`src/rtl/detx_pkg.sv`:
```
// ---------------------------------------------------------------------------
// DLE/ETX deframer package
// Byte codes, command and result types shared by the deframer modules.
// ---------------------------------------------------------------------------
package detx_pkg;

	localparam logic [7:0] DleByte = 8'h10;
	localparam logic [7:0] EtxByte = 8'h03;

	localparam int PosW = 9;
	localparam logic [PosW-1:0] PosMax     = 9'h1FF;
	localparam logic [PosW-1:0] PosCommand = 9'd1;
	localparam logic [PosW-1:0] PosSize    = 9'd2;
	localparam logic [PosW-1:0] PosPayload = 9'd3;

	localparam logic KindPayload = 1'b0;
	localparam logic KindEnd     = 1'b1;

	// work handed from the classifier to the frame engine
	typedef enum logic {
		OP_KEEP,
		OP_END
	} op_t;

	typedef struct packed {
		op_t        op;
		logic [7:0] data;
	} cmd_t;

	typedef struct packed {
		logic       kind;
		logic [7:0] payload_value;
		logic [7:0] payload_index;
		logic [7:0] frame_command;
		logic [7:0] frame_size;
		logic       checksum_ok;
	} res_t;

endpackage

```
`src/rtl/detx_fifo.sv`:
```
// ---------------------------------------------------------------------------
// DLE/ETX deframer queue
// Small register queue with push/full and pop/empty sides.
// ---------------------------------------------------------------------------
module detx_fifo #(
	parameter type item_t = logic,
	parameter int  Depth  = 2
) (
	input  logic  clk,
	input  logic  arst_n,
	input  logic  push,
	input  item_t wr_data,
	output logic  full,
	input  logic  pop,
	output item_t rd_data,
	output logic  empty
);

	localparam int PtrW = (Depth > 1) ? $clog2(Depth) : 1;
	localparam int CntW = $clog2(Depth + 1);

	item_t            mem_q [Depth];
	logic [PtrW-1:0]  wr_ptr_q;
	logic [PtrW-1:0]  rd_ptr_q;
	logic [CntW-1:0]  count_q;
	logic             do_push;
	logic             do_pop;

	assign full    = (count_q == CntW'(Depth));
	assign empty   = (count_q == '0);
	assign do_push = push && !full;
	assign do_pop  = pop && !empty;
	assign rd_data = mem_q[rd_ptr_q];

	always_ff @(posedge clk) begin
		if (do_push) begin
			mem_q[wr_ptr_q] <= wr_data;
		end
	end

	always_ff @(posedge clk or negedge arst_n) begin
		if (!arst_n) begin
			wr_ptr_q <= '0;
			rd_ptr_q <= '0;
			count_q  <= '0;
		end else begin
			if (do_push) begin
				wr_ptr_q <= (wr_ptr_q == PtrW'(Depth - 1)) ? '0 : wr_ptr_q + 1'b1;
			end
			if (do_pop) begin
				rd_ptr_q <= (rd_ptr_q == PtrW'(Depth - 1)) ? '0 : rd_ptr_q + 1'b1;
			end
			if (do_push && !do_pop) begin
				count_q <= count_q + 1'b1;
			end else if (do_pop && !do_push) begin
				count_q <= count_q - 1'b1;
			end
		end
	end

endmodule

```
`src/rtl/detx_front.sv`:
```
// ---------------------------------------------------------------------------
// DLE/ETX deframer front end
// Unstuffs DLE pairs and classifies each byte as kept or end of frame.
// ---------------------------------------------------------------------------
module detx_front (
	input  logic             clk,
	input  logic             arst_n,
	input  logic             push,
	input  logic [7:0]       rx_byte,
	output logic             full,
	input  logic             cmd_full,
	output logic             cmd_push,
	output detx_pkg::cmd_t   cmd
);

	logic [7:0] previous_byte_q;
	logic       accept;
	logic       prev_dle;
	logic       drop;
	logic       is_end;

	assign full     = cmd_full;
	assign accept   = push && !cmd_full;
	assign prev_dle = (previous_byte_q == detx_pkg::DleByte);
	assign drop     = prev_dle && (rx_byte == detx_pkg::DleByte);
	assign is_end   = prev_dle && (rx_byte == detx_pkg::EtxByte);

	assign cmd_push = accept && !drop;
	assign cmd.op   = is_end ? detx_pkg::OP_END : detx_pkg::OP_KEEP;
	assign cmd.data = rx_byte;

	// a dropped stuffing DLE clears the history so a third DLE is kept
	always_ff @(posedge clk or negedge arst_n) begin
		if (!arst_n) begin
			previous_byte_q <= '0;
		end else if (accept) begin
			previous_byte_q <= drop ? 8'h00 : rx_byte;
		end
	end

endmodule

```
`src/rtl/detx_back.sv`:
```
// ---------------------------------------------------------------------------
// DLE/ETX deframer frame engine
// Tracks frame position, holds header fields and checks the byte sum.
// ---------------------------------------------------------------------------
module detx_back (
	input  logic             clk,
	input  logic             arst_n,
	input  logic             cmd_empty,
	input  detx_pkg::cmd_t   cmd,
	output logic             cmd_pop,
	input  logic             res_full,
	output logic             res_push,
	output detx_pkg::res_t   res
);

	logic [detx_pkg::PosW-1:0] byte_position_q;
	logic [7:0]                held_command_q;
	logic [7:0]                held_size_q;
	logic [7:0]                running_sum_q;
	logic [7:0]                held_checksum_q;

	logic                      go;
	logic                      is_end;
	logic [detx_pkg::PosW-1:0] chk_pos;
	logic                      at_command;
	logic                      at_size;
	logic                      at_payload;
	logic                      at_checksum;
	logic [detx_pkg::PosW-1:0] pay_idx;
	logic [7:0]                total;

	assign go      = !cmd_empty && !res_full;
	assign cmd_pop = go;
	assign is_end  = (cmd.op == detx_pkg::OP_END);

	assign chk_pos     = detx_pkg::PosPayload + {1'b0, held_size_q};
	assign at_command  = (byte_position_q == detx_pkg::PosCommand);
	assign at_size     = (byte_position_q == detx_pkg::PosSize);
	assign at_payload  = (byte_position_q >= detx_pkg::PosPayload) &&
	                     (byte_position_q < chk_pos);
	assign at_checksum = (byte_position_q == chk_pos);
	assign pay_idx     = byte_position_q - detx_pkg::PosPayload;
	assign total       = running_sum_q + held_checksum_q;

	assign res_push = go && (is_end || at_payload);

	always_comb begin
		res = '0;
		if (is_end) begin
			res.kind          = detx_pkg::KindEnd;
			res.frame_command = held_command_q;
			res.frame_size    = held_size_q;
			res.checksum_ok   = (total == 8'h00);
		end else begin
			res.kind          = detx_pkg::KindPayload;
			res.payload_value = cmd.data;
			res.payload_index = pay_idx[7:0];
		end
	end

	always_ff @(posedge clk or negedge arst_n) begin
		if (!arst_n) begin
			byte_position_q <= '0;
			held_command_q  <= '0;
			held_size_q     <= '0;
			running_sum_q   <= '0;
			held_checksum_q <= '0;
		end else if (go) begin
			if (is_end) begin
				byte_position_q <= '0;
				held_command_q  <= '0;
				held_size_q     <= '0;
				running_sum_q   <= '0;
				held_checksum_q <= '0;
			end else begin
				if (at_command) begin
					held_command_q <= cmd.data;
				end
				if (at_size) begin
					held_size_q <= cmd.data;
				end
				if (at_command || at_size || at_payload) begin
					running_sum_q <= running_sum_q + cmd.data;
				end
				if (at_checksum) begin
					held_checksum_q <= cmd.data;
				end
				if (byte_position_q != detx_pkg::PosMax) begin
					byte_position_q <= byte_position_q + 1'b1;
				end
			end
		end
	end

endmodule

```
`src/rtl/dle_etx_deframer_checksum_top.sv`:
```
// ---------------------------------------------------------------------------
// DLE/ETX deframer with checksum check
// Unstuffs a DLE/ETX framed byte stream and reports payload and frame end.
// ---------------------------------------------------------------------------
// Input channel: rx_byte with push/full; a transfer happens on a clock edge
// with push high and full low. Any byte may be offered every cycle.
// Result channel: the oldest result sits on kind and the payload/frame ports
// while empty is low; a transfer happens on an edge with pop high and empty
// low. A kind 0 result is one payload byte with its index, a kind 1 result
// is a frame end with command, size and the checksum flag.
// A byte passes a front classifier (DLE pair dropping, DLE ETX detection)
// into a command queue, then the frame engine, then the result queue.
// A byte's result is registered in the command queue and then in the result
// queue. Throughput: one byte per cycle while the result queue is not full,
// set by the frame engine which handles one queued command per cycle.
// Stuffing DLEs and bytes that produce no result still take one slot in
// their path; the stuffing DLE never reaches the command queue.
// When the receiver stalls, the result queue fills, the frame engine stops,
// the command queue fills and full rises; nothing is lost.
// Reset (arst_n low) empties both queues and clears all frame state.
// ---------------------------------------------------------------------------
module dle_etx_deframer_checksum_top #(
	parameter int CmdDepth = 2,
	parameter int ResDepth = 2
) (
	input  logic       clk,
	input  logic       arst_n,
	input  logic       push,
	output logic       full,
	input  logic [7:0] rx_byte,
	output logic       empty,
	input  logic       pop,
	output logic       kind,
	output logic [7:0] payload_value,
	output logic [7:0] payload_index,
	output logic [7:0] frame_command,
	output logic [7:0] frame_size,
	output logic       checksum_ok
);

	// front to command queue
	logic            cmd_push;
	logic            cmd_full;
	detx_pkg::cmd_t  cmd_wr;

	// command queue to frame engine
	logic            cmd_pop;
	logic            cmd_empty;
	detx_pkg::cmd_t  cmd_rd;

	// frame engine to result queue
	logic            res_push;
	logic            res_full;
	detx_pkg::res_t  res_wr;
	detx_pkg::res_t  res_rd;

	detx_front u_front (
		.clk      (clk),
		.arst_n   (arst_n),
		.push     (push),
		.rx_byte  (rx_byte),
		.full     (full),
		.cmd_full (cmd_full),
		.cmd_push (cmd_push),
		.cmd      (cmd_wr)
	);

	// decouples classification from the frame engine
	detx_fifo #(
		.item_t (detx_pkg::cmd_t),
		.Depth  (CmdDepth)
	) u_cmd_fifo (
		.clk     (clk),
		.arst_n  (arst_n),
		.push    (cmd_push),
		.wr_data (cmd_wr),
		.full    (cmd_full),
		.pop     (cmd_pop),
		.rd_data (cmd_rd),
		.empty   (cmd_empty)
	);

	detx_back u_back (
		.clk       (clk),
		.arst_n    (arst_n),
		.cmd_empty (cmd_empty),
		.cmd       (cmd_rd),
		.cmd_pop   (cmd_pop),
		.res_full  (res_full),
		.res_push  (res_push),
		.res       (res_wr)
	);

	// output queue: the engine keeps running while a result waits
	detx_fifo #(
		.item_t (detx_pkg::res_t),
		.Depth  (ResDepth)
	) u_res_fifo (
		.clk     (clk),
		.arst_n  (arst_n),
		.push    (res_push),
		.wr_data (res_wr),
		.full    (res_full),
		.pop     (pop),
		.rd_data (res_rd),
		.empty   (empty)
	);

	assign kind          = res_rd.kind;
	assign payload_value = res_rd.payload_value;
	assign payload_index = res_rd.payload_index;
	assign frame_command = res_rd.frame_command;
	assign frame_size    = res_rd.frame_size;
	assign checksum_ok   = res_rd.checksum_ok;

endmodule

```
`config.mk`:
```
export PLATFORM = sky130hd
export DESIGN_NAME = dle_etx_deframer_checksum_top
export DESIGN_NICKNAME = d
export VERILOG_FILES = /design/src/rtl/detx_pkg.sv /design/src/rtl/detx_fifo.sv /design/src/rtl/detx_front.sv /design/src/rtl/detx_back.sv /design/src/rtl/dle_etx_deframer_checksum_top.sv
export SDC_FILE = /design/constraint.sdc
export NUM_CORES = 1
export LEC_CHECK = 0
export BUFFER_PORTS_ARGS = -buffer_cell sky130_fd_sc_hd__buf_2
export CAP_MARGIN = 20
export CORE_ASPECT_RATIO = 1.4
export CORE_UTILIZATION = 40
export CTS_BUF_LIST = sky130_fd_sc_hd__clkbuf_4
export DETAILED_ROUTE_END_ITERATION = 7
export PLACE_DENSITY = 0.6
export SYNTH_ARGS = -nofsm -noshare
export SYNTH_HDL_FRONTEND = slang
export SYNTH_SLANG_ARGS = --single-unit
```
`constraint.sdc`:
```
create_clock -name clk -period 8.2 [get_ports clk]
set_input_delay 2.46 -clock clk [delete_from_list [all_inputs] [get_ports clk]]
set_output_delay 2.46 -clock clk [all_outputs]
set_load 0.01 [all_outputs]
```
**Word level (Yosys, flattened, before mapping)**

Memories as Yosys holds them, arrays and structs flattened.
Cells that the tools add are included.

- Flip-flop bits (word level): 57
- Bits in latches: 0
- Memory bits (writable): 86
- Bits in read-only memories: 0
- Logic and storage cells: 107
- Memories: 2

- Add/sub/neg operators: 13
- $mul: 0
- Div/mod/pow operators: 0
- $lt $le $gt $ge: 2
- Equality and inequality tests: 9
- Shift operators: 0
- Mux-type cells: 27
- Bitwise gates (word level): 0
- Reduce and logical (&&, ||, !) cells: 42

Memories:

| memory | words | width | rd ports | clocked after Yosys merged registers in | write ports | RTL line | RTL |
|---|---|---|---|---|---|---|---|
| u_res_fifo.mem_q | 2 | 34 | 1 | 0 | 1 | detx_fifo.sv:22 | `item_t mem_q [Depth];` |
| u_cmd_fifo.mem_q | 2 | 9 | 1 | 0 | 1 | detx_fifo.sv:22 |  |

Operators by type and width:

| operator | count |
|---|---|
| $mux W8 | 9 |
| $mux W9 | 2 |
| $mux W17 | 1 |
| $add A8 B8 Y8 | 2 |
| $eq A8 B5 Y1 const B | 2 |
| $mux W16 | 1 |
| $logic_and A1 B1 Y1 | 15 |
| $reduce_bool A2 Y1 | 7 |
| $mux W1 | 10 |
| $reduce_and A2 Y1 | 5 |
| $add A2 B8 Y9 const A | 1 |
| $add A9 B1 Y9 const B | 1 |
| $eq A9 B1 Y1 const B | 1 |
| $eq A9 B2 Y1 const B | 1 |
| $eq A9 B9 Y1 | 1 |
| $ge A9 B2 Y1 const B | 1 |
| $logic_not A1 Y1 | 9 |
| $lt A9 B9 Y1 | 1 |
| $ne A9 B9 Y1 const B | 1 |
| $eq A8 B2 Y1 const B | 1 |
| $logic_not A8 Y1 | 1 |
| $mux W2 | 4 |
| $sub A8 B2 Y8 const B | 1 |
| $add A1 B1 Y1 const B | 4 |
| other kinds (5) | 11 |

**Depth between registers and ports, before layout**

- Word-level depth: 10
- Mapped depth: 15

**Modules after synthesis**

Synthesis repeated with hierarchy kept, for this count alone.

- Cells, all modules: 551
- Area total of the unflattened synthesis: 7141.8 um^2

Modules (own cells, without submodules):

| module | times used | cells each | area each (um^2) |
|---|---|---|---|
| detx_back | 1 | 323 | 3020.4 |
| detx_fifo at u_res_fifo | 1 | 125 | 2801.4 |
| detx_fifo at u_cmd_fifo | 1 | 47 | 845.8 |
| detx_front | 1 | 56 | 474.2 |

**Least setup slack after synthesis**

OpenSTA, ideal clock, no wires.

- Kind: reg2reg
- Start point: reg u_back.held_size_q[0]
- End point: mem u_res_fifo.mem_q[1][0] in the netlist's numbering, enable pin
- Arrival time: 3.733 ns
- Required time: 7.771 ns
- Path slack: 4.038 ns
- Stages on the path, launching flop included: 12
- Buffers on the path: 0
- Clock period less this slack: 4.162 ns
- Cell sequence: dfrtp_1 > inv_1 > ha_1 > nor2_1 > and3_1 > xnor2_1 > ha_1 > nand3_1 > nor4b_1 > a2111oi_2 > a21oi_1 > nor2b_1

- Word-level cells in the longest chain between the ends: 8

Ends and longest elaborated chain:

| element | RTL line | RTL |
|---|---|---|
| start: declaration | detx_back.sv:18 | `logic [7:0] held_size_q;` |
| start signal: assignment | detx_back.sv:80 | `held_size_q <= cmd.data;` |
| $add A2 B8 Y9 | detx_back.sv:36 | `assign chk_pos = detx_pkg::PosPayload + {1'b0, held_size_q};` |
| $lt A9 B9 Y1 | detx_back.sv:40 | `(byte_position_q < chk_pos);` |
| $logic_and A1 B1 Y1 | detx_back.sv:39 | `assign at_payload = (byte_position_q >= detx_pkg::PosPayload) &&` |
| $logic_or A1 B1 Y1 | detx_back.sv:45 | `assign res_push = go && (is_end \|\| at_payload);` |
| $logic_and A1 B1 Y1 | detx_back.sv:45 |  |
| $logic_and A1 B1 Y1 | detx_fifo.sv:31 | `assign do_push = push && !full;` |
| $mux W1 | detx_fifo.sv:36 | `if (do_push) begin` |
| $mux W1 (not written as such) | detx_fifo.sv:37 | `mem_q[wr_ptr_q] <= wr_data;` |
| end: declaration | detx_fifo.sv:22 |  |

Every way passes these cells.

**Final worst setup path**

- Start point: reg u_res_fifo.rd_ptr_q
- End point: out payload_value[4]

- Word-level cells in the longest chain between the ends: 1

Ends and longest elaborated chain:

| element | RTL line | RTL |
|---|---|---|
| start: declaration | detx_fifo.sv:24 | `logic [PtrW-1:0] rd_ptr_q;` |
| start signal: assignment | detx_fifo.sv:51 | `rd_ptr_q <= (rd_ptr_q == PtrW'(Depth - 1)) ? '0 : rd_ptr_q + 1'b1;` |
| $mem_v2 Z2 W34 | n/a |  |
| end: declaration | dle_etx_deframer_checksum_top.sv:34 | `output logic [7:0] payload_value,` |

Every way passes these cells.

==> impl_metrics.py <==
metrics = {
    "status": {
        "status": "finished, final reports clean",
    },
    "clock_tree": {
        "hold_buffers": 0,
        "cts_resized": 0,
        "cts_tree": "done",
        "cts_htree_levels": 4,
        "clock_sinks": 143,
        "clk_pin_slew_worst_paths_ns": 0.13,
        "cts_buffers": 17,
        "cts_setup_buffers": 0,
        "clockBufferDepth": 2,
        "root_buffer": "clkbuf_4",
        "insertion_delay_ns": 0.56,
    },
    "logic_synthesis": {
        "synth_ff_type": "edfxtp_1",
        "yosys_register_bits": 143,
        "ys_types": 54,
        "syn_area_per_cell_um2": 13.43,
        "synth_nets": 553,
        "synth.yosys.seq_area_share": 0.5866,
        "synth_cells": 509,
        "syn_area_um2": 6834,
        "synth_edf_count": 86,
        "synthArstFlopShare": 0.3986,
        "yosysWarnings": 0,
    },
    "floorplan": {
        "die-area_um2": 17620,
        "die_w_um": 112.5,
        "initial_core_util": 0.4081,
        "ioPinCount": 48,
        "die_h_um": 156.7,
        "core-area_um2": 16750,
        "rows": 56,
    },
    "routing": {
        "final_antenna_net_count": 0,
        "wl_met3_um": 363,
        "dr.pass1.iters": 4,
        "drc": 0,
        "wirelength_um": 12900,
        "wl_met2_um": 6756,
        "vias": 4100,
        "wl_per_cell_um": 16.52,
        "vias_per_cell": 5.250,
        "met1_length_um": 5569,
        "drtIter0Drc": 158,
        "routed.top_layer": "met4",
    },
    "cells_and_area": {
        "fin_cells": 781,
        "fill_cells": 1530,
        "nets": 608,
        "syn_to_final_growth_pct": 11.19,
        "final_common_cell": "edfxtp_1",
        "design_area_um2": 7599,
        "drive_gt1_frac": 0.2929,
        "layout_common_cells": "edfxtp_1 (86), mux2_2 (67), dfrtp_1 (57)",
    },
    "worst_setup_path": {
        "endpoint_kind": "output pin",
        "crit_path_start": "u_res_fifo.rd_ptr_q$_DFFE_PN0P_",
        "critical_path_class": "reg -> out",
        "cp.arrival_ns": 1.87,
        "crit_path_max_fanout": 35,
        "ff2ff_path_depth": 12,
        "r2r-end": "u_res_fifo.mem_q[0][27]$_DFFE_PP_",
        "cpMaxStageDelayCell": "buf_4",
        "rr_startpoint": "u_back.held_size_q[0]$_DFFE_PN0P_",
        "path_cells": "buf_4, mux2_2, buf_2",
        "crit_path_start_kind": "flop",
        "r2r_slack_ns": 4.73,
        "cp_data_required_time_ns": 5.74,
        "critical-path-max-stage-delay_ns": 0.41,
    },
    "timing": {
        "clock.fmax_mhz": 231.2,
        "finalHoldViolations": 0,
        "clock_skew_ns": 0.02216,
        "setup_viol": 0,
        "grt_setup_unrepaired": "no",
        "report.final.slew_viol_count": 0,
        "finalSetupTns_ns": 0,
        "fin_crit_ns": 4.325,
        "fin_crit_sh": 0.5274,
        "tightest_slew_ns": 0.9411,
        "slew_headroom": 0.3726,
    },
    "global_route": {
        "grt.overflow.total": 0,
        "grt_use_total": 0.1612,
        "grt_max_degree": 58,
        "grt_pass1_vias": 4366,
        "antenna_found_initial": 1,
        "grt_pass1_wl_um": 21590,
    },
    "pwr": {
        "p_clk_frac": 0.148,
        "power_frac_seq": 0.394,
        "p_comb_frac": 0.457,
        "p_sw_frac": 0.3787,
        "p_int_w": 0.002041,
        "p_leak_nw": 3.098,
        "p_sw_w": 0.001244,
        "cellPowerDensity_nw_per_um2": 432.3,
        "vdd_drop_max_mv": 0.2166,
    },
    "placement": {
        "dp_hpwl_um": 8767,
        "placed_cell_area_um2": 7287,
        "placed_cells": 748,
        "portBuffers": 47,
        "place.gp.congestion": 0.8234,
    },
    "min_path": {
        "min_to": "u_back.held_command_q[4]$_DFFE_PN0P_",
        "hold_depth": 1,
        "hold_class": "reg -> reg",
        "min-delay-start": "u_back.held_command_q[4]$_DFFE_PN0P_",
    },
    "flow_run": {
        "drv_cap": 0,
    },
}
==> per-stage QoR <==
step	hold slack, ns	setup slack, ns	power, W	util
floorplan	0.4563	4.038	0.002424	-
global placement	0.4852	3.896	0.002775	0.4347
detailed placement	0.4875	3.763	0.002836	0.4351
CTS	0.5186	3.792	0.003331	0.4536
global route	0.5339	3.719	0.003532	0.4538
finish	0.5149	3.875	0.003285	0.4538
==> power by group through the flow <==
stage,sequential (W),clock [W],combinational (W)
after floorplan,0.00125,0,0.00117
after global placement,0.00130,0,0.00148
after detailed placement,0.00132,0,0.00152
after CTS,0.00130,0.000503,0.00153
after global routing,0.00133,0.000534,0.00166
final,0.00130,0.000487,0.00150
==> critical path: cells and delay by family (launching register included) <==
family,cells,cell delay (ns)
buf+inv,2,0.55
flops,1,0.34
mux,1,0.40
==> layout make-up <==
class / instances / area (µm²) / area share
inverters: 19 / 71.32 / 0.009386
multi-input cells: 330 / 2673 / 0.3517
well taps: 203 / 254.0 / 0.03343
clock inverters: 15 / 181.4 / 0.02388
clock buffers: 17 / 127.6 / 0.01680
diodes: 1 / 2.502 / 0.0003293
flip-flops and latches: 143 / 4009 / 0.5276
repair buffers: 53 / 280.3 / 0.03688
==> cell usage after synthesis, drive strengths merged (3+ instances only) <==
cell | count | area share
buf | 9 | 0.0088
nor3 | 10 | 0.0073
nand2 | 17 | 0.0093
o211ai | 3 | 0.0033
inv | 19 | 0.010
a22o | 7 | 0.0090
nand4 | 6 | 0.0055
and3 | 5 | 0.0048
or3 | 4 | 0.0044
xor2 | 10 | 0.013
nand3 | 9 | 0.0066
and2 | 22 | 0.020
o21ai | 22 | 0.016
clkbuf | 8 | 0.0044
ha | 30 | 0.055
a211oi | 5 | 0.0055
dfrtp | 57 | 0.21
edfxtp | 86 | 0.38
a21o | 5 | 0.0055
mux2 | 71 | 0.12
mux2i | 6 | 0.0088
a21oi | 18 | 0.018
xnor2 | 19 | 0.024
nor2 | 36 | 0.020
==> kinds of logic (layout without fill, tap and decap cells) <==
logic type,count (synthesis),count (layout),synth area share
DFF,143,143,0.5866
and+or+nand+nor,119,119,0.08971
xor gates and xnor gates,29,29,0.03717
AOI/OAI and AO/OA,73,73,0.07415
adders and majority gates,32,32,0.06078
muxes,77,77,0.1280
buffers and inverters,36,104,0.02362
other,0,1,0
==> metal layers <==
| layer | vias to the layer above | GRT usage |
|---|---|---|
| met1 | 2024 | 0.1837 |
| met2 | 64 | 0.2866 |
| met3 | 15 | 0.03757 |
| li1 | 1997 | - |
| met5 | - | 0 |
| met4 | 0 | 0.07365 |
==> registers in the layout, indices dropped and copies added (netlist names), 8 cells and up <==
register and count:
u_back.byte_position_q 9, u_back.held_checksum_q 8, u_back.held_command_q 8, u_back.held_size_q 8, u_back.running_sum_q 8, u_cmd_fifo.mem_q 18
u_front.previous_byte_q 8, u_res_fifo.mem_q 68
==> worst max path at each step <==
stage,slack (ns),endpoint,depth (start not counted)
after floorplan,4.04,u_res_fifo.mem_q[1][0]$_DFFE_PP_,11
after detailed placement,3.76,u_cmd_fifo.count_q[1]$_DFFE_PN0P_,9
after global routing,3.72,frame_command[4],3
after global placement,3.90,u_cmd_fifo.count_q[1]$_DFFE_PN0P_,9
after CTS,3.79,payload_value[4],3
final,3.87,payload_value[4],3
(Power assumes the default switching activity.)
